### src/adwv_pkg.sv
// Shared widths, register codes, config struct and exp lookup tables.
// No dependencies; imported by every module of the waveshaper core.
package adwv_pkg;

   localparam int SAMPLE_BITS    = 24;
   localparam int FRAC_BITS      = SAMPLE_BITS - 1;
   localparam int GAIN_BITS      = 16;
   localparam int GAIN_FRAC      = 12;
   localparam int LEVEL_BITS     = 23;
   localparam int RECIP_BITS     = 32;
   localparam int RECIP_FRAC     = 16;
   localparam int MODE_BITS      = 3;
   localparam int CSR_IDX_BITS   = 3;
   localparam int CSR_DATA_BITS  = 32;

   // drive product, driven value and its magnitude
   localparam int DPROD_BITS     = SAMPLE_BITS + GAIN_BITS + 1;
   localparam int DRV_BITS       = SAMPLE_BITS + GAIN_BITS - GAIN_FRAC;
   localparam int MAG_BITS       = DRV_BITS - 1;
   localparam int ONE_BITS       = FRAC_BITS + 1;
   localparam int T_BITS         = RECIP_BITS + FRAC_BITS - RECIP_FRAC;
   localparam int OPROD_BITS     = DRV_BITS + GAIN_BITS + 1;
   localparam int ORND_BITS      = OPROD_BITS - GAIN_FRAC;

   // exp table: exp(-x) sampled over [0, 2^EXP_RANGE_LOG2), Q1.30
   localparam int EXP_TABLE_ENTRIES = 256;
   localparam int EXP_IDX_BITS      = $clog2(EXP_TABLE_ENTRIES);
   localparam int EXP_RANGE_LOG2    = 4;
   localparam int EXP_S_BITS        = MAG_BITS + EXP_IDX_BITS;
   localparam int EXP_FR_BITS       = 16;
   localparam int EXP_Q             = 30;
   localparam int EXP_TERMS         = 20;

   // accept to strobe
   localparam int PIPE_LATENCY   = 10;

   localparam logic [ONE_BITS-1:0]   ONE_Q    = {1'b1, {FRAC_BITS{1'b0}}};
   localparam logic [MAG_BITS-1:0]   HALF_MAG = MAG_BITS'(1) << (FRAC_BITS - 1);
   localparam logic [EXP_Q:0]        EXP_ONE  = {1'b1, {EXP_Q{1'b0}}};
   localparam logic [DPROD_BITS-1:0] DRV_HALF = DPROD_BITS'(1) << (GAIN_FRAC - 1);
   localparam logic [OPROD_BITS-1:0] OUT_HALF = OPROD_BITS'(1) << (GAIN_FRAC - 1);

   localparam logic [CSR_IDX_BITS-1:0] CSR_MODE   = CSR_IDX_BITS'(0);
   localparam logic [CSR_IDX_BITS-1:0] CSR_DRIVE  = CSR_IDX_BITS'(1);
   localparam logic [CSR_IDX_BITS-1:0] CSR_OUTPUT = CSR_IDX_BITS'(2);
   localparam logic [CSR_IDX_BITS-1:0] CSR_LEVEL  = CSR_IDX_BITS'(3);
   localparam logic [CSR_IDX_BITS-1:0] CSR_RECIP  = CSR_IDX_BITS'(4);

   typedef enum logic [MODE_BITS-1:0] {
      MODE_HARD,
      MODE_SOFT,
      MODE_EXP,
      MODE_FULL,
      MODE_HALF
   } mode_type;

   typedef struct packed {
      mode_type                mode;
      logic [GAIN_BITS-1:0]    drive_gain;
      logic [GAIN_BITS-1:0]    output_gain;
      logic [LEVEL_BITS-1:0]   clip_level;
      logic [RECIP_BITS-1:0]   clip_recip;
   } cfg_type;

   localparam cfg_type CFG_RESET = '{
      mode:        MODE_HARD,
      drive_gain:  16'd2048,
      output_gain: 16'd410,
      clip_level:  23'h7FFFFF,
      clip_recip:  32'd131072
   };

   typedef struct packed {
      logic valid;
      logic block_end;
   } tag_type;

   typedef logic [63:0]      exp_full_type [EXP_TABLE_ENTRIES + 1];
   typedef logic [EXP_Q:0]   exp_base_type [EXP_TABLE_ENTRIES];
   typedef logic [EXP_Q-1:0] exp_diff_type [EXP_TABLE_ENTRIES];

   // step ratio exp(-h) by truncated series, then powers of it
   function automatic exp_full_type exp_full_table();
      exp_full_type tab;
      logic [63:0]  h;
      logic [63:0]  t;
      logic [63:0]  q;
      int           i;
      h = (64'd1 << (EXP_Q + EXP_RANGE_LOG2)) / EXP_TABLE_ENTRIES;
      t = 64'd1 << EXP_Q;
      q = t;
      for (i = 1; i <= EXP_TERMS; i++) begin
         t = ((t * h) >> EXP_Q) / 64'(i);
         if (i[0]) begin
            q = q - t;
         end else begin
            q = q + t;
         end
      end
      tab[0] = 64'd1 << EXP_Q;
      for (i = 1; i <= EXP_TABLE_ENTRIES; i++) begin
         tab[i] = (tab[i-1] * q) >> EXP_Q;
      end
      return tab;
   endfunction

   localparam exp_full_type EXP_FULL = exp_full_table();

   function automatic exp_base_type exp_base_table();
      exp_base_type b;
      int           k;
      for (k = 0; k < EXP_TABLE_ENTRIES; k++) begin
         b[k] = EXP_FULL[k][EXP_Q:0];
      end
      return b;
   endfunction

   function automatic exp_diff_type exp_diff_table();
      exp_diff_type d;
      logic [63:0]  w;
      int           k;
      for (k = 0; k < EXP_TABLE_ENTRIES; k++) begin
         w    = EXP_FULL[k] - EXP_FULL[k+1];
         d[k] = w[EXP_Q-1:0];
      end
      return d;
   endfunction

   localparam exp_base_type   EXP_BASE = exp_base_table();
   localparam exp_diff_type   EXP_DIFF = exp_diff_table();
   localparam logic [EXP_Q:0] EXP_LAST = EXP_FULL[EXP_TABLE_ENTRIES][EXP_Q:0];

   // Q0.23 level to FRAC_BITS fraction bits, truncating
   function automatic logic [FRAC_BITS-1:0] level_rescale(input logic [LEVEL_BITS-1:0] l);
      logic [LEVEL_BITS+FRAC_BITS-1:0] w;
      w = {l, {FRAC_BITS{1'b0}}};
      return w[LEVEL_BITS+FRAC_BITS-1:LEVEL_BITS];
   endfunction

endpackage

### src/adwv_outgain.sv
// Output gain stage: multiply, round half up, saturate to sample width.
// Depends on adwv_pkg.
module adwv_outgain
   import adwv_pkg::*;
(
   input  logic                          clock,
   input  logic                          reset,
   input  logic [GAIN_BITS-1:0]          output_gain,
   input  tag_type                       in_tag,
   input  logic signed [DRV_BITS-1:0]    in_y,
   output tag_type                       out_tag,
   output logic signed [SAMPLE_BITS-1:0] out_sample
);

   tag_type                        tag1_ff;
   tag_type                        tag2_ff;
   logic signed [OPROD_BITS-1:0]   prod_in;
   logic signed [OPROD_BITS-1:0]   prod_ff;
   logic [OPROD_BITS-1:0]          rnd;
   logic [ORND_BITS-1:0]           r;
   logic                           fits;
   logic signed [SAMPLE_BITS-1:0]  sample_in;
   logic signed [SAMPLE_BITS-1:0]  sample_ff;

   assign prod_in = in_y * $signed({1'b0, output_gain});
   assign rnd     = prod_ff + OUT_HALF;
   assign r       = rnd[OPROD_BITS-1:GAIN_FRAC];

   // in range when the bits above the sample's sign agree with it
   assign fits = (&r[ORND_BITS-1:FRAC_BITS]) || !(|r[ORND_BITS-1:FRAC_BITS]);

   always_comb begin
      priority if (fits) begin
         sample_in = $signed(r[SAMPLE_BITS-1:0]);
      end else if (r[ORND_BITS-1]) begin
         sample_in = $signed({1'b1, {FRAC_BITS{1'b0}}});
      end else begin
         sample_in = $signed({1'b0, {FRAC_BITS{1'b1}}});
      end
   end

   always_ff @(posedge clock) begin
      if (reset) begin
         tag1_ff <= '0;
         tag2_ff <= '0;
      end else begin
         tag1_ff <= in_tag;
         tag2_ff <= tag1_ff;
      end
   end

   always_ff @(posedge clock) begin
      prod_ff   <= prod_in;
      sample_ff <= sample_in;
   end

   assign out_tag    = tag2_ff;
   assign out_sample = sample_ff;

endmodule

### config.mk
export PLATFORM = sky130hd
export DESIGN_NAME = adwv_outgain
export DESIGN_NICKNAME = d
export VERILOG_FILES = /design/src/adwv_pkg.sv /design/src/adwv_outgain.sv
export SDC_FILE = /design/constraint.sdc
export NUM_CORES = 1
export LEC_CHECK = 0
export BUFFER_PORTS_ARGS = -buffer_cell sky130_fd_sc_hd__buf_2
export CAP_MARGIN = 0
export CORE_ASPECT_RATIO = 1.2
export CORE_UTILIZATION = 40
export CTS_CLUSTER_DIAMETER = 40
export DETAILED_ROUTE_END_ITERATION = 6
export PLACE_DENSITY = 0.65
export SLEW_MARGIN = 20
export SYNTH_ARGS = -nofsm -noshare
export SYNTH_HDL_FRONTEND = slang
export SYNTH_SLANG_ARGS = --single-unit
export TNS_END_PERCENT = 50
### constraint.sdc
create_clock -name clock -period 10.84 [get_ports clock]
set_input_delay 1.626 -clock clock [delete_from_list [all_inputs] [get_ports clock]]
set_output_delay 1.626 -clock clock [all_outputs]
set_load 0.02 [all_outputs]
==> results.txt <==
run status = finished clean
Mapped Cells = 1962
# H-tree levels = 3
mapped cell area = 0.0179 mm^2
area of the multi-input gates = 0.0144 mm^2
Ys Warns = 0
initial antenna violation count = 0
TritonCTS Buffers = 9
minimum clock period = 7.97 ns
hold depth = 1
CP peak stage delay = 0.61 ns
most common cell after layout, fill and taps aside = inv_1
Yosys top cell area share = 0.482
Syn Nets = 2549
Max Cap Violations = 0
Post-CTS Resized = 0
vias in the first global route = 15000
FF+latch count, synth = 62
critical path type = in -> reg
WL final = 44200 um
arrival time at the worst endpoint = 8.17 ns
CTS clk-pin slew, worst paths = 0.05 ns
first-pass GRT wire length = 75100 um
DR vias = 12900
crit-path max FO = 28
CTS tree = built
Sequential Area = 0.00124 mm^2
most frequent cells in the layout = inv_1, fa_1, nand2_1
CP required = 11.05 ns
synth top area cells = fa_1, inv_1, ha_1
Layout area overhead = 5.88%
Root Driver = clkbuf_16
asr flop ratio synth = 0
fillers = 4332
Hold Path Sink = out_tag[0]
setup TNS = 0 ns
Clock Sinks = 62
routability cong. = 0.852
critical-path cell list = buf_2, nand2_1, fa_1, inv_1, fa_1, fa_1, fa_1, fa_1, inv_1, fa_1, inv_1, ha_1, a21oi_1, o21ai_0, a2111oi_0, nand4b_1, o22ai_1, o21ai_0, a211oi_1, o21bai_1, xnor2_1
gr usage total = 0.210
max-slew violation count = 0
Worst setup EP type = register
R2R depth = 8
reg2reg setup slack = 7.46 ns
buffers added on ports = 73
Hold Crit Class = reg -> reg
Vias/cell = 5.11
Starting Density = 0.407
Crit-path slowest cell = fa_1
top_reg_cell synth = dfxtp_1
Post-synth EDFFs = 0
per-cell routed wire length = 17.5 um
total gr overflow = 0
Slew HR = 0.366
Final Net Count = 2554
CP startpoint kind = input pin
share of layout cells above drive strength 1 = 0.0619
Finish-stage setup viols = 0
post-CTS setup buffers = 0
die area = 0.0456 mm^2
number of remaining DRC errors = 0
initial drt markers = 594
Hold Vio Cnt, Final = 0
row cnt = 84
distinct cell type count after synthesis = 64
register area share after synthesis = 0.0694
setup repair after global routing missed its margin = false
largest net degree at the start of global routing = 29
Post-Route Skew = 0.00338 ns
f_max = 0.126 GHz
reg-to-reg endpoint = out_sample[1]
# diodes = 0
clock insertion delay at the later pin of the skew report = 0.32 ns
Die Span Y = 234 um
drt first pass iters = 5
Clock Path Buffers = 2
Final Cycle Share = 0.735
Avg Inst Size Synth = 9.11 um^2
Core Region = 0.0439 mm^2
dpl hpwl = 35900 um
Worst Tran Pin Value = 0.943 ns
Routed Antenna Nets = 0
reg-to-reg startpoint = prod_ff[13]
hold_buf cts = 0
Top cell by count, worst path = fa_1
dominant cell type by area after synthesis = fa_1
Hold Path Origin = tag1_ff[0]
die width = 195 um
Ports = 74
[flip-flops by register name, summed over array words and instances (netlist names)]
register	cells
out_tag	2
out_sample	24
tag1_ff	2
prod_ff	34
[critical path: cells and delay by family]
kind                     cells  cell delay (ns)
adder cells (fa/ha/maj)      7             3.44
XOR/XNOR                     1             0.13
buffers and inverters        4             0.67
AO/OA/AOI/OAI                7             1.93
AND/OR/NAND/NOR              2             0.35
[synth_stat cells, types with 3 or more instances]
master    count
inv_1       499
fa_1        431
nand2_1     298
and2_1      185
ha_1        108
clkbuf_1     70
dfxtp_1      62
a21oi_1      37
xnor2_1      34
xor2_1       29
nand3_1      21
o21ai_2      21
o21ai_0      20
nor2_1       16
a21o_1       13
nor2b_1      12
and3_1       11
nand4_1       7
a31oi_1       5
and4_1        5
buf_6         5
o21bai_1      5
a211oi_1      4
nor3_1        4
o21ai_1       4
a221o_1       3
o21a_1        3
o22ai_1       3
or3_1         3
[cell families (layout without fill, tap and decap cells)]
| group | Yosys count | count (layout) | synth area share |
|---|---|---|---|
| compound gates | 140 | 140 | 0.0546 |
| xor+xnor | 64 | 64 | 0.0318 |
| fa+ha+maj | 539 | 539 | 0.558 |
| buf+inv | 578 | 587 | 0.124 |
| flops | 62 | 62 | 0.0694 |
| mux | 1 | 1 | 0.000630 |
| simple gates | 578 | 578 | 0.162 |
[per-stage QoR]
stage / hold WS (ns) / cell area [um^2] / util / cells / setup slack (ns)
after detailed placement: 0.432 / 18600 / 0.424 / 2515 / 2.57
after global routing: 0.456 / 18900 / 0.431 / 2530 / 2.46
final: 0.437 / 18900 / 0.431 / 2530 / 2.87
after floorplan: 0.414 / 17900 / - / 1962 / 3.25
after global placement: 0.419 / 18600 / 0.424 / 2515 / 2.73
after CTS: 0.444 / 18900 / 0.431 / 2530 / 2.91
[worst max-delay path by stage]
stage | startpoint | slack [ns] | to | cells past startpoint
after CTS | output_gain[8] | 2.91 | prod_ff[44] | 21
after floorplan | output_gain[3] | 3.25 | prod_ff[44] | 22
after global routing | output_gain[2] | 2.46 | prod_ff[44] | 20
after detailed placement | output_gain[8] | 2.57 | prod_ff[44] | 21
final | output_gain[8] | 2.87 | prod_ff[44] | 21
after global placement | output_gain[8] | 2.73 | prod_ff[44] | 21
[layout make-up]
class | count | share of cell area
sequential | 62 | 0.0655
multi-input combinational | 1322 | 0.762
clock buffer | 12 | 0.0135
clock inverter | 3 | 0.00357
timing repair buffer | 73 | 0.0193
tap | 559 | 0.0369
inverter | 499 | 0.0989
[metal layers]
metal,wire (um),track usage,share of wire,up-vias
met5,0,0,0,-
met4,2100,0.100,0.048,0
met3,1830,0.0175,0.041,103
met2,24200,0.411,0.55,393
met1,16000,0.227,0.36,6706
li1,-,-,-,5731
Power is not shown: default switching activity piles up to over one toggle a cycle in this logic, so the estimate is an artifact.
