$ cat src/adwv_pkg.sv
// Shared widths, register codes, config struct and exp lookup tables.
// No dependencies; imported by every module of the waveshaper core.
package adwv_pkg;

   localparam int SAMPLE_BITS    = 24;
   localparam int FRAC_BITS      = SAMPLE_BITS - 1;
   localparam int GAIN_BITS      = 16;
   localparam int GAIN_FRAC      = 12;
   localparam int LEVEL_BITS     = 23;
   localparam int RECIP_BITS     = 32;
   localparam int RECIP_FRAC     = 16;
   localparam int MODE_BITS      = 3;
   localparam int CSR_IDX_BITS   = 3;
   localparam int CSR_DATA_BITS  = 32;

   // drive product, driven value and its magnitude
   localparam int DPROD_BITS     = SAMPLE_BITS + GAIN_BITS + 1;
   localparam int DRV_BITS       = SAMPLE_BITS + GAIN_BITS - GAIN_FRAC;
   localparam int MAG_BITS       = DRV_BITS - 1;
   localparam int ONE_BITS       = FRAC_BITS + 1;
   localparam int T_BITS         = RECIP_BITS + FRAC_BITS - RECIP_FRAC;
   localparam int OPROD_BITS     = DRV_BITS + GAIN_BITS + 1;
   localparam int ORND_BITS      = OPROD_BITS - GAIN_FRAC;

   // exp table: exp(-x) sampled over [0, 2^EXP_RANGE_LOG2), Q1.30
   localparam int EXP_TABLE_ENTRIES = 256;
   localparam int EXP_IDX_BITS      = $clog2(EXP_TABLE_ENTRIES);
   localparam int EXP_RANGE_LOG2    = 4;
   localparam int EXP_S_BITS        = MAG_BITS + EXP_IDX_BITS;
   localparam int EXP_FR_BITS       = 16;
   localparam int EXP_Q             = 30;
   localparam int EXP_TERMS         = 20;

   // accept to strobe
   localparam int PIPE_LATENCY   = 10;

   localparam logic [ONE_BITS-1:0]   ONE_Q    = {1'b1, {FRAC_BITS{1'b0}}};
   localparam logic [MAG_BITS-1:0]   HALF_MAG = MAG_BITS'(1) << (FRAC_BITS - 1);
   localparam logic [EXP_Q:0]        EXP_ONE  = {1'b1, {EXP_Q{1'b0}}};
   localparam logic [DPROD_BITS-1:0] DRV_HALF = DPROD_BITS'(1) << (GAIN_FRAC - 1);
   localparam logic [OPROD_BITS-1:0] OUT_HALF = OPROD_BITS'(1) << (GAIN_FRAC - 1);

   localparam logic [CSR_IDX_BITS-1:0] CSR_MODE   = CSR_IDX_BITS'(0);
   localparam logic [CSR_IDX_BITS-1:0] CSR_DRIVE  = CSR_IDX_BITS'(1);
   localparam logic [CSR_IDX_BITS-1:0] CSR_OUTPUT = CSR_IDX_BITS'(2);
   localparam logic [CSR_IDX_BITS-1:0] CSR_LEVEL  = CSR_IDX_BITS'(3);
   localparam logic [CSR_IDX_BITS-1:0] CSR_RECIP  = CSR_IDX_BITS'(4);

   typedef enum logic [MODE_BITS-1:0] {
      MODE_HARD,
      MODE_SOFT,
      MODE_EXP,
      MODE_FULL,
      MODE_HALF
   } mode_type;

   typedef struct packed {
      mode_type                mode;
      logic [GAIN_BITS-1:0]    drive_gain;
      logic [GAIN_BITS-1:0]    output_gain;
      logic [LEVEL_BITS-1:0]   clip_level;
      logic [RECIP_BITS-1:0]   clip_recip;
   } cfg_type;

   localparam cfg_type CFG_RESET = '{
      mode:        MODE_HARD,
      drive_gain:  16'd2048,
      output_gain: 16'd410,
      clip_level:  23'h7FFFFF,
      clip_recip:  32'd131072
   };

   typedef struct packed {
      logic valid;
      logic block_end;
   } tag_type;

   typedef logic [63:0]      exp_full_type [EXP_TABLE_ENTRIES + 1];
   typedef logic [EXP_Q:0]   exp_base_type [EXP_TABLE_ENTRIES];
   typedef logic [EXP_Q-1:0] exp_diff_type [EXP_TABLE_ENTRIES];

   // step ratio exp(-h) by truncated series, then powers of it
   function automatic exp_full_type exp_full_table();
      exp_full_type tab;
      logic [63:0]  h;
      logic [63:0]  t;
      logic [63:0]  q;
      int           i;
      h = (64'd1 << (EXP_Q + EXP_RANGE_LOG2)) / EXP_TABLE_ENTRIES;
      t = 64'd1 << EXP_Q;
      q = t;
      for (i = 1; i <= EXP_TERMS; i++) begin
         t = ((t * h) >> EXP_Q) / 64'(i);
         if (i[0]) begin
            q = q - t;
         end else begin
            q = q + t;
         end
      end
      tab[0] = 64'd1 << EXP_Q;
      for (i = 1; i <= EXP_TABLE_ENTRIES; i++) begin
         tab[i] = (tab[i-1] * q) >> EXP_Q;
      end
      return tab;
   endfunction

   localparam exp_full_type EXP_FULL = exp_full_table();

   function automatic exp_base_type exp_base_table();
      exp_base_type b;
      int           k;
      for (k = 0; k < EXP_TABLE_ENTRIES; k++) begin
         b[k] = EXP_FULL[k][EXP_Q:0];
      end
      return b;
   endfunction

   function automatic exp_diff_type exp_diff_table();
      exp_diff_type d;
      logic [63:0]  w;
      int           k;
      for (k = 0; k < EXP_TABLE_ENTRIES; k++) begin
         w    = EXP_FULL[k] - EXP_FULL[k+1];
         d[k] = w[EXP_Q-1:0];
      end
      return d;
   endfunction

   localparam exp_base_type   EXP_BASE = exp_base_table();
   localparam exp_diff_type   EXP_DIFF = exp_diff_table();
   localparam logic [EXP_Q:0] EXP_LAST = EXP_FULL[EXP_TABLE_ENTRIES][EXP_Q:0];

   // Q0.23 level to FRAC_BITS fraction bits, truncating
   function automatic logic [FRAC_BITS-1:0] level_rescale(input logic [LEVEL_BITS-1:0] l);
      logic [LEVEL_BITS+FRAC_BITS-1:0] w;
      w = {l, {FRAC_BITS{1'b0}}};
      return w[LEVEL_BITS+FRAC_BITS-1:LEVEL_BITS];
   endfunction

endpackage

$ cat src/adwv_drive.sv
// Drive gain stage: sample times drive gain, rounded half up, two stages.
// Depends on adwv_pkg.
module adwv_drive
   import adwv_pkg::*;
(
   input  logic                          clock,
   input  logic                          reset,
   input  logic [GAIN_BITS-1:0]          drive_gain,
   input  tag_type                       in_tag,
   input  logic signed [SAMPLE_BITS-1:0] in_sample,
   output tag_type                       out_tag,
   output logic signed [DRV_BITS-1:0]    out_drv
);

   tag_type                      tag1_ff;
   tag_type                      tag2_ff;
   logic signed [DPROD_BITS-1:0] prod_in;
   logic signed [DPROD_BITS-1:0] prod_ff;
   logic [DPROD_BITS-1:0]        rnd;
   logic signed [DRV_BITS-1:0]   drv_in;
   logic signed [DRV_BITS-1:0]   drv_ff;

   assign prod_in = in_sample * $signed({1'b0, drive_gain});

   // floor of (p + half) / 2^12 is the upper slice
   assign rnd    = prod_ff + DRV_HALF;
   assign drv_in = $signed(rnd[GAIN_FRAC+DRV_BITS-1:GAIN_FRAC]);

   always_ff @(posedge clock) begin
      if (reset) begin
         tag1_ff <= '0;
         tag2_ff <= '0;
      end else begin
         tag1_ff <= in_tag;
         tag2_ff <= tag1_ff;
      end
   end

   always_ff @(posedge clock) begin
      prod_ff <= prod_in;
      drv_ff  <= drv_in;
   end

   assign out_tag = tag2_ff;
   assign out_drv = drv_ff;

endmodule

$ cat config.mk
export PLATFORM = sky130hd
export DESIGN_NAME = adwv_drive
export DESIGN_NICKNAME = d
export VERILOG_FILES = /design/src/adwv_pkg.sv /design/src/adwv_drive.sv
export SDC_FILE = /design/constraint.sdc
export NUM_CORES = 1
export LEC_CHECK = 0
export BUFFER_PORTS_ARGS = -buffer_cell sky130_fd_sc_hd__buf_2
export CAP_MARGIN = 20
export CELL_PAD_IN_SITES_DETAIL_PLACEMENT = 1
export CELL_PAD_IN_SITES_GLOBAL_PLACEMENT = 1
export CORE_MARGIN = 2
export CORE_UTILIZATION = 51
export CTS_BUF_LIST = sky130_fd_sc_hd__clkbuf_8
export DETAILED_ROUTE_END_ITERATION = 10
export PLACE_DENSITY_LB_ADDON = 0.05
export SKIP_CTS_REPAIR_TIMING = 1
export SLEW_MARGIN = 20
export SYNTH_ARGS = -nofsm -noshare
export SYNTH_HDL_FRONTEND = slang
export SYNTH_SLANG_ARGS = --single-unit
$ cat constraint.sdc
create_clock -name clock -period 6.75 [get_ports clock]
set_clock_uncertainty 0.05 [all_clocks]
set_input_delay 0.675 -clock clock [delete_from_list [all_inputs] [get_ports clock]]
set_output_delay 0.675 -clock clock [all_outputs]
set_load 0.05 [all_outputs]
==> run_results.csv, run 1 <==
group,metric,value,unit
global_route,gr-max-usage-layer,"met2",
worst_setup_path,crit_top_cell,"sky130_fd_sc_hd__fa_1",
synth,synth.ff_latch_count,61,
synth,postSynthCellCount,1641,
worst_setup_path,critPathKind,"primary input to flip-flop",
worst_setup_path,reg2reg_setup_slack,4.27,ns
layout,final_design_area_no_fill,16440,um2
layout,drive_above_1_share,0.09326,
cts,clock_tree_from_tritoncts,"done",
routing,number_of_vias_after_detailed_routing,10950,
worst_setup_path,crit_path_cell_trace,"buf_2 -> buf_4 -> nand2_1 -> fa_1 -> fa_1 -> inv_1 -> fa_1 -> fa_1 -> fa_1 -> inv_1 -> fa_1 -> inv_1 -> ha_1 -> nand4_1 -> o41ai_1 -> a211o_2 -> a21oi_1 -> o21ai_0 -> xor2_1",
global_route,grt_util_met1,0.3231,
layout,num_antenna_cells,0,
routing,vias_per_cell,5.164,
global_route,wire_length_of_the_first_global_routing_pass,68450,um
sta,total_neg_setup_slack,0,ns
place,cells_after_dpl,2105,
cts,clock_latency,0.35,ns
floorplan,dieWidth,175.9,um
synth,synthDistinctLibCells,43,
floorplan,io_pins,74,
worst_setup_path,arrival,6.64,ns
routing,routed_wl,41210,um
layout,final_cell_mix,"sky130_fd_sc_hd__inv_1, sky130_fd_sc_hd__fa_1, sky130_fd_sc_hd__nand2_1",
place,placement.io_buffers,73,
global_route,number_of_antenna_violations_at_the_first_check_in_global_routing,0,
worst_setup_path,crit_path_max_fanout,16,
worst_hold_path,min_path_type,"flip-flop to flip-flop",
worst_setup_path,worstSetupStartpointType,"primary input",
sta,finalHoldViolations,0,
sta,finalCritPeriodShare,0.9492,
sta,maxClockFrequency,156.1,MHz
place,dp.final_hpwl,35790,um
global_route,grt_pass1_vias,13220,
worst_setup_path,critical_path_required,6.98,ns
cts,clockBufferDepth,2,
global_route,pin_count_of_the_biggest_net_entering_global_routing,25,
routing,routedWlPerCell,19.43,um
worst_setup_path,cpLargestDelayFamily,"adder cells",
layout,layout.nets,2243,
global_route,grt_use_met2,0.5581,
sta,worst_pin_slew,0.5961,ns
place,routability_congestion_estimate_from_global_placement,0.8773,
global_route,track_usage,0.2913,
worst_setup_path,slowest_delay,0.69,ns
global_route,global_route.usage.met3,0.03442,
layout,final.fill_count,3390,
cts,clk_pin_slew,0.08,ns
sta,slew_limit_fails,0,
synth,avgSynthCellArea,9.180,um2
floorplan,core_outline_area,28860,um2
synth,synth_area,15060,um2
floorplan,floorplan.rows,62,
outcome,run_status,"finished, final reports clean",
floorplan,starting_utilization_of_the_core_area,0.5220,
layout,syn2layout_area_growth,9.120,%
synth,synth_sequential_area_ratio,0.08106,
synth,synth.net_count,2152,
routing,drt_iter0_drc,431,
layout,post_layout_nonfiller_instances,2121,
sta,period_minus_slack,6.407,ns
floorplan,dieHeight,175.9,um
worst_setup_path,timing.critical_path.slowest_stage_cell,"sky130_fd_sc_hd__fa_1",
routing,count_of_antenna_violating_nets_left_after_detailed_routing,0,
floorplan,die_area,30930,um2
cts,cts_made_buffers,9,
layout,layout.cells.most_common,"sky130_fd_sc_hd__inv_1",
worst_setup_path,cp_endpoint_kind,"flip-flop",
run,drv_cap,0,
sta,rsz0062_at_grt,"no",
cts,root_buffer,"sky130_fd_sc_hd__clkbuf_8",
routing,drc_errors,0,
sta,slew_headroom,0.5997,
cts,ctsHtreeMaxLevel,3,
synth,synth-warning-count,0,
sta,setup_violators_final,0,
global_route,global_route.overflow_total,0,
routing,count_of_tritonroute_iterations_in_the_first_routing_pass,5,
place,placed_area,16210,um2
worst_setup_path,crit_buf_inv,5,
cts,clock_sinks,61,
[flip-flops by register name (all words and copies together) (netlist names)]
name	count
tag1_ff	2
out_drv	28
prod_ff	29
out_tag	2
[cells by family after synthesis]
logic type               after synthesis  share of synthesized area
buffers and inverters                506                     0.1261
AND/OR/NAND/NOR                      468                     0.1493
flip-flops                            61                    0.08106
adder cells (fa/ha/maj)              467                     0.5723
AO/OA/AOI/OAI                         75                    0.03406
XOR/XNOR                              64                    0.03721
[metal layers]
metal | part of all wire | up-vias
met3 | 0.035 | 97
li1 | - | 4871
met2 | 0.54 | 229
met1 | 0.37 | 5756
met5 | 0 | -
met4 | 0.052 | 0
[path summary, 6_finish.rpt]
| path | startpoint | end | cells past startpoint |
|---|---|---|---|
| setup / recovery | drive_gain[2] | prod_ff[35] | 19 |
| hold / removal | tag1_ff[1] | out_tag[1] | 1 |
| setup reg to reg | prod_ff[13] | out_drv[22] | 8 |
| hold reg to reg | tag1_ff[1] | out_tag[1] | 1 |
[Yosys cell counts (all sizes together)]
master	instances	area share
o21a	1	0.00050
or3	1	0.00042
a21o	12	0.0061
clkbuf	56	0.014
a21boi	2	0.0010
nand3	12	0.0040
o311ai	1	0.00058
ha	97	0.081
a221oi	1	0.00058
nand4	6	0.0025
nor3	5	0.0017
fa	370	0.49
xnor2	46	0.027
a31o	2	0.0012
nand2b	2	0.00083
a41o	1	0.00075
and2	151	0.063
a2111o	1	0.00075
nand2	252	0.063
nor3b	1	0.00050
o21bai	5	0.0025
o21ai	9	0.0030
and4	4	0.0023
o31ai	1	0.00050
o41ai	2	0.0012
a31oi	3	0.0017
dfxtp	61	0.081
o211ai	1	0.00050
or2	1	0.00042
a21oi	24	0.0082
inv	450	0.11
a211o	4	0.0024
a211oi	4	0.0020
a21bo	1	0.00066
and3	13	0.0054
nor2b	5	0.0021
xor2	18	0.010
nor2	15	0.0037
[final cells by class]
cell class / count / area (um2) / area share
well taps: 384 / 480.5 / 0.02923
flip-flops and latches: 61 / 1221 / 0.07429
clock inverters: 7 / 103.9 / 0.006318
inverters: 450 / 1689 / 0.1028
multi-input cells: 1074 / 11940 / 0.7266
repair buffers: 136 / 875.8 / 0.05328
clock buffers: 9 / 123.9 / 0.007535
[per-stage QoR]
step | hold WS (ns) | util | setup slack [ns]
after CTS | 0.3961 | 0.5696 | 0.3610
after global routing | 0.4176 | 0.5696 | 0.007122
after floorplan | 0.3628 | - | 0.4928
final | 0.3915 | 0.5696 | 0.3432
after detailed placement | 0.3792 | 0.5617 | 0.01606
after global placement | 0.3700 | 0.5617 | 0.09329
[worst reg2reg max path, stage by stage (launching register included)]
cell,delay [ns]
sky130_fd_sc_hd__dfxtp_1,0.39
sky130_fd_sc_hd__and3_1,0.20
sky130_fd_sc_hd__and3_1,0.19
sky130_fd_sc_hd__and2_1,0.23
sky130_fd_sc_hd__and3_1,0.21
sky130_fd_sc_hd__and4_1,0.29
sky130_fd_sc_hd__nor2b_1,0.46
sky130_fd_sc_hd__nand3_1,0.16
sky130_fd_sc_hd__xnor2_1,0.22
Power of run 1 is left out: the tool's default activity adds up to more than one toggle a clock period on the data nets, which glitch-free logic cannot reach.
==> run 2: changes to the inputs <==
REMOVE_ABC_BUFFERS = 1   (was unset)
==> run 2 against run 1 <==
  * Cell area shrank 0.63%
  * Die area unchanged
  * Flip-flop and latch count is the same
  * Hold slack worse by 0.0082 ns
  * Non-clock buffer count fell by 15
==> run_results.csv, run 2 (synthesized netlist as in run 1, its figures left out) <==
group,metric,value,unit
routing,drt_iter0_drc,337,
cts,clockBufferDepth,2,
global_route,pin_count_of_the_biggest_net_entering_global_routing,25,
worst_setup_path,critPathKind,"primary input to flip-flop",
worst_setup_path,crit-reg2reg-capture,"out_drv[22]",
cts,root_buffer,"sky130_fd_sc_hd__clkbuf_8",
cts,clock_sinks,61,
worst_setup_path,worstSetupStartpointType,"primary input",
routing,drc_errors,0,
worst_hold_path,min_delay_worst_endpoint,"out_drv[27]",
layout,layout.nets,2228,
cts,clk_pin_slew,0.06,ns
floorplan,die_area,30930,um2
place,routability_congestion_estimate_from_global_placement,0.8630,
routing,count_of_tritonroute_iterations_in_the_first_routing_pass,4,
sta,slew_limit_fails,0,
layout,final_cell_mix,"sky130_fd_sc_hd__inv_1, sky130_fd_sc_hd__fa_1, sky130_fd_sc_hd__nand2_1",
floorplan,dieHeight,175.9,um
layout,max_reg_flops,29,
sta,worst_pin_slew,0.6014,ns
sta,finalCritPeriodShare,0.9516,
global_route,grt_pass1_vias,13030,
floorplan,floorplan.rows,62,
worst_setup_path,reg2reg_setup_slack,4.35,ns
floorplan,io_pins,74,
global_route,wire_length_of_the_first_global_routing_pass,67540,um
worst_setup_path,crit_path_max_fanout,21,
worst_setup_path,critical_path_required,6.97,ns
worst_hold_path,worst_min_path_start,"prod_ff[39]",
floorplan,dieWidth,175.9,um
routing,count_of_antenna_violating_nets_left_after_detailed_routing,0,
layout,post_layout_nonfiller_instances,2106,
layout,layout.cells.most_common,"sky130_fd_sc_hd__inv_1",
sta,rsz0062_at_grt,"no",
layout,num_antenna_cells,0,
sta,setup_violators_final,0,
routing,routed_wl,41570,um
layout,syn2layout_area_growth,8.430,%
run,drv_cap,0,
sta,maxClockFrequency,155.7,MHz
cts,clock_tree_from_tritoncts,"done",
routing,vias_per_cell,5.187,
floorplan,core_outline_area,28860,um2
worst_setup_path,cp_endpoint_kind,"flip-flop",
place,cells_after_dpl,2090,
routing,routedWlPerCell,19.74,um
sta,finalHoldViolations,0,
sta,period_minus_slack,6.424,ns
cts,clock_latency,0.34,ns
worst_hold_path,min_path_type,"flip-flop to flip-flop",
worst_setup_path,crit-reg2reg-launch,"prod_ff[13]",
worst_setup_path,reg2reg_depth,8,
cts,cts_made_buffers,9,
worst_hold_path,hold_path_depth,1,
place,dp.final_hpwl,33890,um
routing,number_of_vias_after_detailed_routing,10920,
global_route,global_route.overflow_total,0,
layout,drive_above_1_share,0.08537,
global_route,number_of_antenna_violations_at_the_first_check_in_global_routing,0,
sta,slew_headroom,0.5991,
layout,max_flop_register,"prod_ff",
outcome,run_status,"finished, final reports clean",
place,placement.io_buffers,73,
cts,ctsHtreeMaxLevel,3,
floorplan,starting_utilization_of_the_core_area,0.5220,
global_route,track_usage,0.2903,
worst_setup_path,arrival,6.64,ns
[run 2: cell types whose count changed in the layout (fill, tap and decap cells not counted)]
cell                       change
sky130_fd_sc_hd__buf_12        -1
sky130_fd_sc_hd__buf_2         -2
sky130_fd_sc_hd__buf_4        -14
sky130_fd_sc_hd__clkbuf_4      +2
sky130_fd_sc_hd__clkbuf_8      +4
sky130_fd_sc_hd__clkinv_2      +1
sky130_fd_sc_hd__clkinv_4      -1
sky130_fd_sc_hd__inv_6         -4
[run 2: layer usage]
layer	track usage	part of all wire	vias up
met1	0.3110	0.35	5751
met4	0.1343	0.055	0
li1	-	-	4839
met3	0.03701	0.040	100
met2	0.5625	0.55	234
met5	0	0	-
[run 2: critical path, cell delays in order]
cell,delay (ns)
sky130_fd_sc_hd__buf_2,0.47
sky130_fd_sc_hd__nand2_1,0.17
sky130_fd_sc_hd__fa_1,0.49
sky130_fd_sc_hd__fa_1,0.46
sky130_fd_sc_hd__fa_1,0.54
sky130_fd_sc_hd__inv_1,0.06
sky130_fd_sc_hd__fa_1,0.52
sky130_fd_sc_hd__fa_1,0.50
sky130_fd_sc_hd__inv_1,0.05
sky130_fd_sc_hd__fa_1,0.47
sky130_fd_sc_hd__inv_1,0.04
sky130_fd_sc_hd__ha_1,0.33
sky130_fd_sc_hd__o211ai_1,0.19
sky130_fd_sc_hd__nor2_1,0.07
sky130_fd_sc_hd__o41ai_1,0.42
sky130_fd_sc_hd__a21oi_1,0.15
sky130_fd_sc_hd__a211o_2,0.39
sky130_fd_sc_hd__a211o_1,0.30
sky130_fd_sc_hd__a31oi_2,0.18
sky130_fd_sc_hd__xnor2_1,0.13
[run 2: how the worst max path moves through the flow]
stage | slack [ns] | endpoint | from | cells after the start
2_1_floorplan | 0.78 | prod_ff[37] | drive_gain[5] | 19
4_1_cts | 0.24 | prod_ff[39] | drive_gain[2] | 20
6_report | 0.33 | prod_ff[39] | drive_gain[4] | 20
3_5_place_dp | -0.06 | prod_ff[39] | drive_gain[2] | 20
3_3_place_gp | 0.04 | prod_ff[39] | drive_gain[2] | 20
5_1_grt | 0.02 | prod_ff[37] | drive_gain[4] | 20
[run 2: layout make-up]
cell class | instances | area, um2
Fill cell | 3409 | 12520
Multi-Input combinational cell | 1074 | 11940
Inverter | 450 | 1689
Sequential cell | 61 | 1221
Timing Repair Buffer | 121 | 755.7
Tap cell | 384 | 480.5
Clock buffer | 13 | 178.9
Clock inverter | 3 | 65.06
[run 2: per-stage QoR]
step / TNS [ns] / hold WS, ns / cell area [um2] / setup WS, ns / utilization
floorplan: 0 / 0.3628 / 14850 / 0.7751 / -
global placement: 0 / 0.3709 / 16090 / 0.04287 / 0.5574
detailed placement: -0.1411 / 0.3778 / 16090 / -0.06409 / 0.5574
CTS: 0 / 0.3889 / 16330 / 0.2406 / 0.5659
global route: 0 / 0.4127 / 16330 / 0.01798 / 0.5660
finish: 0 / 0.3834 / 16330 / 0.3265 / 0.5660
Power of run 2 is left out for the same reason.
==> run 3: changes to the inputs <==
ABC_AREA = 1   (was unset)
CORE_UTILIZATION = 49   (was 51)
==> run 3 against run 2 <==
  * Count of clock-buffer cells in the layout down 3
  * Fmax up 0.44%
  * Critical path type unchanged
  * Global-route usage down 0.72 points
  * Largest cell class unchanged
==> run_results.csv, run 3 <==
group,metric,value,unit
global_route,grt_util_met1,0.3501,
cts,cts_made_buffers,9,
synth,synth_area_leader_cell,"sky130_fd_sc_hd__fa_1",
global_route,pin_count_of_the_biggest_net_entering_global_routing,25,
sta,worst_pin_slew,0.6362,ns
synth,synth.cells.most_frequent,"sky130_fd_sc_hd__inv_1, sky130_fd_sc_hd__nand2_1, sky130_fd_sc_hd__fa_1",
global_route,global_route.usage.met3,0.02195,
global_route,global_route.overflow_total,0,
floorplan,dieWidth,187.4,um
sta,maxClockFrequency,156.4,MHz
sta,rsz0062_at_grt,"no",
layout,layout.cells.most_common,"sky130_fd_sc_hd__inv_1",
run,drv_cap,0,
place,dp.final_hpwl,40960,um
synth,synth_edf_count,0,
worst_setup_path,critical_path_required,6.92,ns
floorplan,floorplan.rows,67,
routing,number_of_vias_after_detailed_routing,13010,
floorplan,die_area,35100,um2
cts,clock_tree_from_tritoncts,"done",
cts,root_buffer,"sky130_fd_sc_hd__clkbuf_8",
layout,syn2layout_area_growth,5.650,%
worst_setup_path,cp_endpoint_kind,"flip-flop",
worst_setup_path,reg2reg_depth,9,
synth,yosys-top-cells-area,"sky130_fd_sc_hd__fa_1, sky130_fd_sc_hd__inv_1, sky130_fd_sc_hd__nand2_1, sky130_fd_sc_hd__dfxtp_1, sky130_fd_sc_hd__ha_1",
synth,synth_area,16470,um2
global_route,gr-max-usage-layer,"met2",
sta,period_minus_slack,6.395,ns
routing,routed_wl,46020,um
synth,avgSynthCellArea,7.709,um2
floorplan,dieHeight,187.4,um
worst_setup_path,worstSetupEndpoint,"prod_ff[32]",
routing,vias_per_cell,4.987,
synth,postSynthCellCount,2137,
global_route,grt_use_met2,0.5438,
worst_setup_path,startpoint,"drive_gain[2]",
cts,clock_latency,0.34,ns
worst_setup_path,reg2reg_setup_slack,4.82,ns
layout,final.fill_count,4250,
outcome,run_status,"finished, final reports clean",
synth,synth_flop_cell,"sky130_fd_sc_hd__dfxtp_1",
synth,synth.ff_latch_count,61,
place,placement.io_buffers,73,
layout,max_flop_register,"prod_ff",
floorplan,io_pins,74,
synth,yosys.area.top_type_share,0.4496,
floorplan,core_outline_area,33280,um2
sta,worst_slack_on_hold_paths,0.3588,ns
global_route,grt_pass1_vias,15340,
global_route,wire_length_of_the_first_global_routing_pass,78920,um
place,routability_congestion_estimate_from_global_placement,0.9306,
routing,routedWlPerCell,17.64,um
layout,drive_above_1_share,0.05460,
cts,ctsHtreeMaxLevel,3,
layout,final_cell_mix,"sky130_fd_sc_hd__inv_1, sky130_fd_sc_hd__nand2_1, sky130_fd_sc_hd__fa_1",
layout,num_antenna_cells,0,
floorplan,starting_utilization_of_the_core_area,0.4950,
worst_setup_path,critPathKind,"primary input to flip-flop",
worst_hold_path,min_path_type,"flip-flop to flip-flop",
routing,count_of_tritonroute_iterations_in_the_first_routing_pass,5,
synth,most_frequent_cell_after_synthesis,"sky130_fd_sc_hd__inv_1",
global_route,track_usage,0.2831,
cts,clockBufferDepth,2,
layout,max_reg_flops,29,
sta,setup_violators_final,0,
worst_setup_path,arrival,6.57,ns
routing,drt_iter0_drc,488,
synth,synth-async-reset-ratio,0,
worst_setup_path,crit-reg2reg-launch,"prod_ff[11]",
sta,finalHoldViolations,0,
sta,slew_limit_fails,0,
sta,slew_headroom,0.5758,
global_route,number_of_antenna_violations_at_the_first_check_in_global_routing,0,
synth,synth_sequential_area_ratio,0.07412,
worst_setup_path,crit_path_max_fanout,18,
worst_setup_path,worstSetupStartpointType,"primary input",
synth,synth-warning-count,0,
cts,clock_sinks,61,
cts,clk_pin_slew,0.07,ns
sta,finalCritPeriodShare,0.9474,
synth,synthDistinctLibCells,35,
worst_setup_path,crit-reg2reg-capture,"out_drv[23]",
layout,layout.nets,2667,
routing,drc_errors,0,
routing,count_of_antenna_violating_nets_left_after_detailed_routing,0,
==> run 3: worst min-delay path by stage <==
stage	startpoint	slack [ns]	endpoint	cells after the start
after detailed placement	tag1_ff[0]	0.35	out_tag[0]	2
after global placement	tag1_ff[1]	0.34	out_tag[1]	2
final	tag1_ff[0]	0.36	out_tag[0]	2
after CTS	tag1_ff[0]	0.36	out_tag[0]	2
after global routing	tag1_ff[1]	0.39	out_tag[1]	2
after floorplan	tag1_ff[0]	0.34	out_tag[0]	2
==> run 3: kinds of logic (layout without fill, tap and decap cells) <==
group,count (synthesis),count (layout),synth area share
buffers and inverters,754,778,0.1718
AND/OR/NAND/NOR,720,720,0.1753
adder cells (fa/ha/maj),467,467,0.5233
AO/OA/AOI/OAI,82,82,0.02734
flip-flops,61,61,0.07412
XOR/XNOR,53,53,0.02818
==> run 3: metrics by stage <==
step,cell area (um2),instances,utilization,worst slack (ns),TNS [ns]
final,17410,2609,0.5230,0.3548,0
after global routing,17410,2609,0.5230,0.04553,0
after CTS,17410,2609,0.5230,0.3494,0
after detailed placement,17210,2593,0.5170,-0.009551,-0.009551
after global placement,17210,2593,0.5170,0.08352,0
after floorplan,16180,2059,-,1.306,0
==> run 3: layer usage <==
layer	routed length (um)	up-vias
met5	0	-
met4	749	0
met3	1175	52
met2	24850	187
met1	19250	6782
li1	-	5991
==> run 3: critical path, cell delays in order <==
cell	delay, ns
sky130_fd_sc_hd__buf_2	0.42
sky130_fd_sc_hd__nand2_1	0.24
sky130_fd_sc_hd__fa_1	0.76
sky130_fd_sc_hd__fa_1	0.52
sky130_fd_sc_hd__inv_1	0.31
sky130_fd_sc_hd__fa_1	0.51
sky130_fd_sc_hd__fa_1	0.51
sky130_fd_sc_hd__fa_1	0.49
sky130_fd_sc_hd__inv_1	0.05
sky130_fd_sc_hd__fa_1	0.47
sky130_fd_sc_hd__inv_1	0.04
sky130_fd_sc_hd__ha_1	0.35
sky130_fd_sc_hd__inv_1	0.12
sky130_fd_sc_hd__o21ai_0	0.14
sky130_fd_sc_hd__a31oi_1	0.28
sky130_fd_sc_hd__o21ai_0	0.17
sky130_fd_sc_hd__a31oi_1	0.29
sky130_fd_sc_hd__nand2_1	0.09
sky130_fd_sc_hd__nand2_1	0.06
sky130_fd_sc_hd__nand2_1	0.07
==> run 3: final cells by class <==
cell class / count / area [um2] / share of cell area
multi-input cells: 1322 / 12420 / 0.7138
inverters: 676 / 2537 / 0.1458
flip-flops and latches: 61 / 1221 / 0.07016
well taps: 448 / 560.5 / 0.03220
repair buffers: 86 / 462.9 / 0.02660
clock buffers: 10 / 137.6 / 0.007907
clock inverters: 6 / 62.56 / 0.003594
Power of run 3 is left out for the same reason.
